**src/rtl/lsb_stego_extract_caesar_core_defines.svh**
```systemverilog
// Assertion macros shared by the extractor RTL.
`ifndef LSB_STEGO_EXTRACT_CAESAR_CORE_DEFINES_SVH
`define LSB_STEGO_EXTRACT_CAESAR_CORE_DEFINES_SVH

// Same-cycle implication, disabled during reset.
`define LSBX_ASSERT_NOW(label, clk, rstn, ante, cons) \
    label: assert property (@(posedge clk) disable iff (!(rstn)) (ante) |-> (cons)) \
        else $error("lsbx assertion failed");

// Next-cycle implication, disabled during reset.
`define LSBX_ASSERT_NEXT(label, clk, rstn, ante, cons) \
    label: assert property (@(posedge clk) disable iff (!(rstn)) (ante) |=> (cons)) \
        else $error("lsbx assertion failed");

`endif

```
**src/rtl/lsbx_pkg.sv**
```systemverilog
// Shared types and constants of the LSB extractor with Caesar decryption.
package lsbx_pkg;

    localparam int MAX_WIDTH = 4096;
    localparam int COL_W     = $clog2(MAX_WIDTH + 1);

    localparam int CFG_COL_W   = 12;
    localparam int CFG_SHIFT_W = 5;
    localparam int CFG_IDX_W   = 2;

    localparam logic [CFG_IDX_W-1:0] REG_FIRST_COL     = 2'd0;
    localparam logic [CFG_IDX_W-1:0] REG_COLUMN_STRIDE = 2'd1;
    localparam logic [CFG_IDX_W-1:0] REG_LETTER_SHIFT  = 2'd2;

    localparam logic [7:0] ALPHABET_LEN = 8'd26;
    localparam logic [7:0] LOWER_A      = 8'h61;
    localparam logic [7:0] UPPER_A      = 8'h41;
    localparam logic [7:0] NUL_BYTE     = 8'h00;
    localparam logic [2:0] BITS_PER_PIX = 3'd3;

    typedef struct packed {
        logic [CFG_COL_W-1:0]   first_col;
        logic [CFG_COL_W-1:0]   column_stride;
        logic [CFG_SHIFT_W-1:0] letter_shift;
    } cfg_t;

    typedef struct packed {
        logic [7:0] blue;
        logic [7:0] green;
        logic [7:0] red;
        logic       row_end;
        logic       image_start;
        logic       image_end;
    } pixel_t;

    typedef struct packed {
        logic [7:0] text_byte;
        logic       byte_valid;
        logic       message_end;
    } result_t;

endpackage

```
**src/rtl/lsbx_cfg.sv**
```systemverilog
// Configuration register file: start column, column stride, letter shift.
module lsbx_cfg (
    input  logic                           aclk,
    input  logic                           aresetn,
    input  logic                           cfg_valid,
    output logic                           cfg_ready,
    input  logic [lsbx_pkg::CFG_IDX_W-1:0] cfg_index,
    input  logic [lsbx_pkg::CFG_COL_W-1:0] cfg_data,
    output lsbx_pkg::cfg_t                 cfg
);

    lsbx_pkg::cfg_t cfg_reg;
    lsbx_pkg::cfg_t cfg_next;

    assign cfg_ready = 1'b1;
    assign cfg       = cfg_reg;

    always_comb begin
        cfg_next = cfg_reg;
        if (cfg_valid) begin
            case (cfg_index)
                lsbx_pkg::REG_FIRST_COL:     cfg_next.first_col     = cfg_data;
                lsbx_pkg::REG_COLUMN_STRIDE: cfg_next.column_stride = cfg_data;
                lsbx_pkg::REG_LETTER_SHIFT:
                    cfg_next.letter_shift = cfg_data[lsbx_pkg::CFG_SHIFT_W-1:0];
                default: cfg_next = cfg_reg;
            endcase
        end
    end

    always_ff @(posedge aclk) begin
        if (!aresetn) begin
            cfg_reg.first_col     <= '0;
            cfg_reg.column_stride <= lsbx_pkg::CFG_COL_W'(1);
            cfg_reg.letter_shift  <= '0;
        end else begin
            cfg_reg <= cfg_next;
        end
    end

endmodule

```
**src/rtl/lsbx_caesar.sv**
```systemverilog
// Caesar decryption of one byte: letters shift back within their case.
module lsbx_caesar (
    input  logic [7:0]                       byte_in,
    input  logic [lsbx_pkg::CFG_SHIFT_W-1:0] shift,
    output logic [7:0]                       byte_out
);

    logic [7:0] s;
    logic [7:0] base;
    logic [7:0] idx;
    logic [7:0] t;
    logic       is_lower;
    logic       is_upper;

    always_comb begin
        s = 8'(shift);
        if (s >= lsbx_pkg::ALPHABET_LEN) begin
            s = s - lsbx_pkg::ALPHABET_LEN;
        end
        is_lower = (byte_in >= lsbx_pkg::LOWER_A) &&
                   (byte_in < lsbx_pkg::LOWER_A + lsbx_pkg::ALPHABET_LEN);
        is_upper = (byte_in >= lsbx_pkg::UPPER_A) &&
                   (byte_in < lsbx_pkg::UPPER_A + lsbx_pkg::ALPHABET_LEN);
        base = is_lower ? lsbx_pkg::LOWER_A : lsbx_pkg::UPPER_A;
        idx  = byte_in - base;
        t    = idx + lsbx_pkg::ALPHABET_LEN - s;
        if (t >= lsbx_pkg::ALPHABET_LEN) begin
            t = t - lsbx_pkg::ALPHABET_LEN;
        end
        byte_out = (is_lower || is_upper) ? (t + base) : byte_in;
    end

endmodule

```
**src/rtl/lsbx_extract.sv**
```systemverilog
// Column sampling, bit accumulation and message state for one pixel per cycle while en is high.
`include "lsb_stego_extract_caesar_core_defines.svh"

module lsbx_extract (
    input  logic                aclk,
    input  logic                aresetn,
    input  logic                en,
    input  lsbx_pkg::pixel_t    pix,
    input  lsbx_pkg::cfg_t      cfg,
    output lsbx_pkg::result_t   res
);

    localparam logic [lsbx_pkg::COL_W-1:0] COL_MAX = lsbx_pkg::COL_W'(lsbx_pkg::MAX_WIDTH);

    logic [lsbx_pkg::COL_W-1:0] col_reg,  col_next;
    logic [lsbx_pkg::COL_W-1:0] samp_reg, samp_next;
    logic [7:0]                 acc_reg,  acc_next;
    logic [2:0]                 held_reg, held_next;
    logic                       done_reg, done_next;

    logic [lsbx_pkg::COL_W-1:0] col_c;
    logic [lsbx_pkg::COL_W-1:0] samp_c;
    logic [lsbx_pkg::COL_W-1:0] start_ext;
    logic [7:0]                 acc_c;
    logic [2:0]                 held_c;
    logic                       done_c;
    logic                       sampled;
    logic [2:0]                 pix_bits;
    logic [10:0]                joined;
    logic [1:0]                 rem;
    logic [7:0]                 full_byte;
    logic [7:0]                 plain_byte;
    logic [7:0]                 text;
    logic [lsbx_pkg::COL_W:0]   samp_sum;
    logic                       byte_valid;
    logic                       msg_end;

    lsbx_caesar u_caesar (
        .byte_in  (plain_byte),
        .shift    (cfg.letter_shift),
        .byte_out (text)
    );

    always_comb begin
        start_ext = lsbx_pkg::COL_W'(cfg.first_col);
        if (pix.image_start) begin
            col_c  = '0;
            samp_c = start_ext;
            acc_c  = '0;
            held_c = '0;
            done_c = 1'b0;
        end else begin
            col_c  = col_reg;
            samp_c = samp_reg;
            acc_c  = acc_reg;
            held_c = held_reg;
            done_c = done_reg;
        end

        sampled   = (col_c < COL_MAX) && (col_c == samp_c);
        pix_bits  = {pix.blue[0], pix.green[0], pix.red[0]};
        joined    = {acc_c, pix_bits};
        rem       = 2'(held_c - 3'd5);
        full_byte = 8'(joined >> rem);
        plain_byte = full_byte;

        acc_next   = acc_c;
        held_next  = held_c;
        done_next  = done_c;
        byte_valid = 1'b0;
        msg_end    = 1'b0;

        if (sampled && !done_c) begin
            if (held_c >= 3'd5) begin
                if (full_byte == lsbx_pkg::NUL_BYTE) begin
                    done_next = 1'b1;
                    msg_end   = 1'b1;
                    acc_next  = '0;
                    held_next = '0;
                end else begin
                    byte_valid = 1'b1;
                    acc_next   = 8'(pix_bits & ((3'd1 << rem) - 3'd1));
                    held_next  = 3'(rem);
                end
            end else begin
                acc_next  = joined[7:0];
                held_next = held_c + lsbx_pkg::BITS_PER_PIX;
            end
        end

        samp_sum  = {1'b0, samp_c} + (lsbx_pkg::COL_W + 1)'(cfg.column_stride);
        samp_next = samp_c;
        if (sampled) begin
            samp_next = (samp_sum > (lsbx_pkg::COL_W + 1)'(lsbx_pkg::MAX_WIDTH)) ?
                        COL_MAX : samp_sum[lsbx_pkg::COL_W-1:0];
        end

        col_next = col_c;
        if (pix.row_end || pix.image_end) begin
            col_next  = '0;
            samp_next = start_ext;
        end else if (col_c < COL_MAX) begin
            col_next = col_c + lsbx_pkg::COL_W'(1);
        end

        if (pix.image_end && !done_next) begin
            done_next = 1'b1;
            msg_end   = 1'b1;
            acc_next  = '0;
            held_next = '0;
        end
    end

    always_comb begin
        res.text_byte   = byte_valid ? text : 8'd0;
        res.byte_valid  = byte_valid;
        res.message_end = msg_end;
    end

    always_ff @(posedge aclk) begin
        if (!aresetn) begin
            col_reg  <= '0;
            samp_reg <= '0;
            acc_reg  <= '0;
            held_reg <= '0;
            done_reg <= 1'b0;
        end else if (en) begin
            col_reg  <= col_next;
            samp_reg <= samp_next;
            acc_reg  <= acc_next;
            held_reg <= held_next;
            done_reg <= done_next;
        end
    end

    `LSBX_ASSERT_NOW(a_done_clears_acc, aclk, aresetn, done_reg,
        (acc_reg == 8'd0) && (held_reg == 3'd0))
    `LSBX_ASSERT_NOW(a_quiet_after_end, aclk, aresetn, en && done_reg && !pix.image_start,
        !res.byte_valid && !res.message_end)
    `LSBX_ASSERT_NOW(a_col_in_range, aclk, aresetn, 1'b1,
        (col_reg <= COL_MAX) && (samp_reg <= COL_MAX))

endmodule

```
**src/rtl/lsb_stego_extract_caesar_core.sv**
```systemverilog
// LSB steganography extractor with Caesar decryption, one pixel per clock while the output is not stalled.
//
// Pixel beats enter on the s_ channel in raster order: s_tdata holds blue,
// green, red; s_tlast marks the last pixel of a row; s_tuser carries the
// image start and image end flags. Each beat yields zero or one result beat
// on the m_ channel: a decrypted message byte (m_tuser high) and/or the end
// of the message (m_tlast high).
// Registers are written through the cfg_ channel (index 0 start column,
// 1 column stride, 2 letter shift); cfg_ready is always high.
// An accepted pixel is held in the input register, and its result beat is
// then captured in the output register. Throughput is one pixel per clock
// when not stalled, set by the single input register feeding the extract logic.
// When m_tready is low the result register holds; the input register still
// takes one more pixel, then s_tready drops until the result is taken.
// Synchronous active-low reset clears both pipeline valids, the registers
// to their defaults and the message state.
`include "lsb_stego_extract_caesar_core_defines.svh"

module lsb_stego_extract_caesar_core (
    input  logic                           aclk,
    input  logic                           aresetn,
    input  logic                           s_tvalid,
    output logic                           s_tready,
    input  logic [23:0]                    s_tdata,   // blue, green, red
    input  logic                           s_tlast,   // row_end
    input  logic [1:0]                     s_tuser,   // image_start, image_end
    output logic                           m_tvalid,
    input  logic                           m_tready,
    output logic [7:0]                     m_tdata,   // text_byte
    output logic                           m_tlast,   // message_end
    output logic                           m_tuser,   // byte_valid
    input  logic                           cfg_valid,
    output logic                           cfg_ready,
    input  logic [lsbx_pkg::CFG_IDX_W-1:0] cfg_index,
    input  logic [lsbx_pkg::CFG_COL_W-1:0] cfg_data
);

    lsbx_pkg::cfg_t    cfg;
    lsbx_pkg::pixel_t  pix_reg;
    lsbx_pkg::result_t res;
    lsbx_pkg::result_t out_reg;
    logic              in_valid_reg, in_valid_next;
    logic              out_valid_reg, out_valid_next;
    logic              advance;
    logic              s_accept;

    lsbx_cfg u_cfg (
        .aclk      (aclk),
        .aresetn   (aresetn),
        .cfg_valid (cfg_valid),
        .cfg_ready (cfg_ready),
        .cfg_index (cfg_index),
        .cfg_data  (cfg_data),
        .cfg       (cfg)
    );

    lsbx_extract u_extract (
        .aclk    (aclk),
        .aresetn (aresetn),
        .en      (advance),
        .pix     (pix_reg),
        .cfg     (cfg),
        .res     (res)
    );

    assign advance  = in_valid_reg && (!out_valid_reg || m_tready);
    assign s_tready = !in_valid_reg || advance;
    assign s_accept = s_tvalid && s_tready;

    always_comb begin
        if (s_accept) begin
            in_valid_next = 1'b1;
        end else if (advance) begin
            in_valid_next = 1'b0;
        end else begin
            in_valid_next = in_valid_reg;
        end
        if (advance) begin
            out_valid_next = res.byte_valid || res.message_end;
        end else begin
            out_valid_next = out_valid_reg && !m_tready;
        end
    end

    always_ff @(posedge aclk) begin
        if (!aresetn) begin
            in_valid_reg  <= 1'b0;
            out_valid_reg <= 1'b0;
        end else begin
            in_valid_reg  <= in_valid_next;
            out_valid_reg <= out_valid_next;
        end
    end

    always_ff @(posedge aclk) begin
        if (s_accept) begin
            pix_reg.blue        <= s_tdata[7:0];
            pix_reg.green       <= s_tdata[15:8];
            pix_reg.red         <= s_tdata[23:16];
            pix_reg.row_end     <= s_tlast;
            pix_reg.image_start <= s_tuser[0];
            pix_reg.image_end   <= s_tuser[1];
        end
        if (advance) begin
            out_reg <= res;
        end
    end

    assign m_tvalid = out_valid_reg;
    assign m_tdata  = out_reg.text_byte;
    assign m_tlast  = out_reg.message_end;
    assign m_tuser  = out_reg.byte_valid;

    `LSBX_ASSERT_NEXT(a_stalled_pixel_held, aclk, aresetn, in_valid_reg && !advance,
        in_valid_reg && $stable(pix_reg))
    `LSBX_ASSERT_NOW(a_result_has_content, aclk, aresetn, out_valid_reg,
        out_reg.byte_valid || out_reg.message_end)
    `LSBX_ASSERT_NOW(a_no_byte_zero_data, aclk, aresetn, out_valid_reg && !out_reg.byte_valid,
        out_reg.text_byte == 8'd0)

endmodule

```
**config.mk**
```make
export PLATFORM = sky130hd
export DESIGN_NAME = lsb_stego_extract_caesar_core
export DESIGN_NICKNAME = d
export VERILOG_FILES = /design/src/rtl/lsbx_pkg.sv /design/src/rtl/lsbx_cfg.sv /design/src/rtl/lsbx_caesar.sv /design/src/rtl/lsbx_extract.sv /design/src/rtl/lsb_stego_extract_caesar_core.sv
export VERILOG_INCLUDE_DIRS = /design/src /design/src/rtl
export SDC_FILE = /design/constraint.sdc
export NUM_CORES = 1
export LEC_CHECK = 0
export BUFFER_PORTS_ARGS = -buffer_cell sky130_fd_sc_hd__buf_4
export CORE_MARGIN = 2
export CORE_UTILIZATION = 36
export CTS_CLUSTER_DIAMETER = 80
export DETAILED_ROUTE_END_ITERATION = 8
export PLACE_DENSITY_LB_ADDON = 0.2
export SYNTH_ARGS = -nofsm -noshare
export SYNTH_HDL_FRONTEND = slang
export SYNTH_HIERARCHICAL = 1
export SYNTH_SLANG_ARGS = --single-unit
```
**constraint.sdc**
```tcl
create_clock -name aclk -period 8.8 [get_ports aclk]
set_clock_uncertainty 0.2 [all_clocks]
set_input_delay 0.44 -clock aclk [delete_from_list [all_inputs] [get_ports aclk]]
set_output_delay 0.44 -clock aclk [all_outputs]
set_load 0.1 [all_outputs]
```
==> results.sh <==
export IMPL_hpwl_um=12300
export IMPL_cts_tree="built"
export IMPL_multi_input_area_mm2=0.00401
export IMPL_path_class="reg -> reg"
export IMPL_hold_ws_ps=67.5
export IMPL_vias_per_cell=5.49
export IMPL_routed_wl_um=16300
export IMPL_p_leak_nw=2.79
export IMPL_setup_viol=0
export IMPL_ctsLongestPathBuffers=2
export IMPL_crit_path_cell_trace="nand2b_1 > ha_1 > inv_1 > mux2_2 > nor4_1 > a21oi_1 > o31a_1 > nand2_1 > nor2_1 > fa_1 > ha_1 > nor2_1 > a21oi_4 > xor2_4 > or3_1 > nor2_1 > nor2_1 > ha_1 > inv_1 > a31oi_1 > o21ai_2 > and4b_1 > or4_1 > and2_1"
export IMPL_grt_max_degree=73
export IMPL_cts_made_buffers=9
export IMPL_slew_violations=0
export IMPL_port_buffers=36
export IMPL_initial_utilization_pct=36.4
export IMPL_reg2reg_depth=24
export IMPL_holdPathStages=1
export IMPL_fillers=1739
export IMPL_syn_area_mm2=0.00621
export IMPL_slowest_stage="dfxtp_1"
export IMPL_cts_clk_slew_worst_paths_ps=60
export IMPL_grt_pass1_wl_um=26700
export IMPL_cpMostUsedCell="nor2_1"
export IMPL_synthCells=743
export IMPL_place_inst=975
export IMPL_peakVddDrop_v=0.000102
export IMPL_relSlewSlack_pct=38.9
export IMPL_grt_total_usage_pct=18.3
export IMPL_fin_cells=991
export IMPL_regArea_mm2=0.00186
export IMPL_die_x_um=135
export IMPL_drive_gt1_share_pct=12.3
export IMPL_rows=48
export IMPL_postSynthAreaPerCell_um2=8.36
export IMPL_largest_register_ffs=29
export IMPL_min_path_type="in -> reg"
export IMPL_drtPass1Iterations=5
export IMPL_drc=0
export IMPL_clock_sinks=85
export IMPL_antenna_left=0
export IMPL_end_kind="flop"
export IMPL_clkLatencyLatePin_ps=350
export IMPL_max_stage_delay_ps=620
export IMPL_arrival_ps=6820
export IMPL_cts_repair_resized=0
export IMPL_rsz0062_at_grt="no"
export IMPL_die_height_um=135
export IMPL_maxCapViolations=0
export IMPL_fmax_mhz=145
export IMPL_setup_tns_ps=0
export IMPL_layout_min_cycle_time_ps=6920
export IMPL_postCtsHoldBufs=0
export IMPL_htreeDepth=3
export IMPL_first_global_vias=5204
export IMPL_diodes=0
export IMPL_synth_fp_nets=825
export IMPL_final_hold_viol_count=0
export IMPL_coreArea_mm2=0.0171
export IMPL_place_congestion=0.906
export IMPL_start_kind="flop"
export IMPL_cp_data_required_time_ps=8700
export IMPL_fin_util_pct=40.7
export IMPL_r2r_slack_ps=1880
export IMPL_pwr_density_cell_mw_per_mm2=146
export IMPL_crit_fanout=15
export IMPL_antenna_found_initial=0
export IMPL_drtIter0Drc=407
export IMPL_wire_per_inst_um=16.4
export IMPL_postPlaceCellArea_mm2=0.00664
export IMPL_synth_warnings=6
export IMPL_post_cts_buffers=0
export IMPL_num_vias=5439
export IMPL_tightest_slew_ps=916
export IMPL_outcome="complete, no violations"
export IMPL_fin_area_mm2=0.00695
export IMPL_ctsRootBufferMaster="clkbuf_16"
export IMPL_die_area_mm2=0.0183
export IMPL_area_growth_pct=11.9
export IMPL_post_route_period_util_pct=78.6
export IMPL_grt_ovfl_total=0
export IMPL_nets=843
export IMPL_ios=59
-- worst max-delay path, delay by kind of cell, from the launching register on --
kind	cells	cell delay (ps)
compound gates	5	620
xor+xnor	1	180
fa+ha+maj	4	1660
buf+inv	2	260
flops	1	620
mux	1	420
simple gates	11	2700
-- per-stage QoR --
step,setup WS [ps],total power (W)
6_report,1880,0.00102
5_1_grt,1350,0.00107
4_1_cts,1940,0.00103
3_5_place_dp,1990,0.000619
3_3_place_gp,2050,0.000615
2_1_floorplan,1590,0.000569
-- cell type report --
class,count,area share [%]
Multi-Input combinational cell,576,57.7
Sequential cell,85,26.8
Timing Repair Buffer,39,4.21
Tap cell,225,4.05
Clock buffer,9,3.24
Inverter,50,2.70
Clock inverter,7,1.30
-- power by group --
part           switching, W  internal (W)  total (W)
combinational      0.000120     0.0000726   0.000193
sequential        0.0000114      0.000407   0.000419
clock              0.000159      0.000247   0.000406
-- per-layer routing --
| layer | vias to the layer above | GRT usage [%] | wire (um) |
|---|---|---|---|
| li1 | 2692 | - | - |
| met1 | 2593 | 26.5 | 8080 |
| met2 | 143 | 28.4 | 7420 |
| met3 | 11 | 2.73 | 639 |
| met4 | 0 | 4.63 | 127 |
| met5 | - | 0 | 0 |
-- cells in the final DEF, fill, tap and decap left out, types with 17 or more instances in the layout --
master and instances:
a21oi_1 27, and2_1 23, buf_4 39, dfxtp_1 69, ha_1 32, inv_1 50, mux2_2 18, mux2i_1 33
nand2_1 109, nand3_1 18, nor2_1 40, nor3_1 17, o21ai_0 35
-- final timing paths --
| path | start | to |
|---|---|---|
| worst max-delay path | u_extract/held_reg[0] | m_tdata[7] |
| worst max register to register | u_extract/held_reg[0] | m_tdata[7] |
| worst min register to register | u_cfg/cfg[0] | u_cfg/cfg[0] |
| worst min-delay path | s_tuser[0] | pix_reg[1] |
No activity file was read; power rests on OpenSTA's default activity.
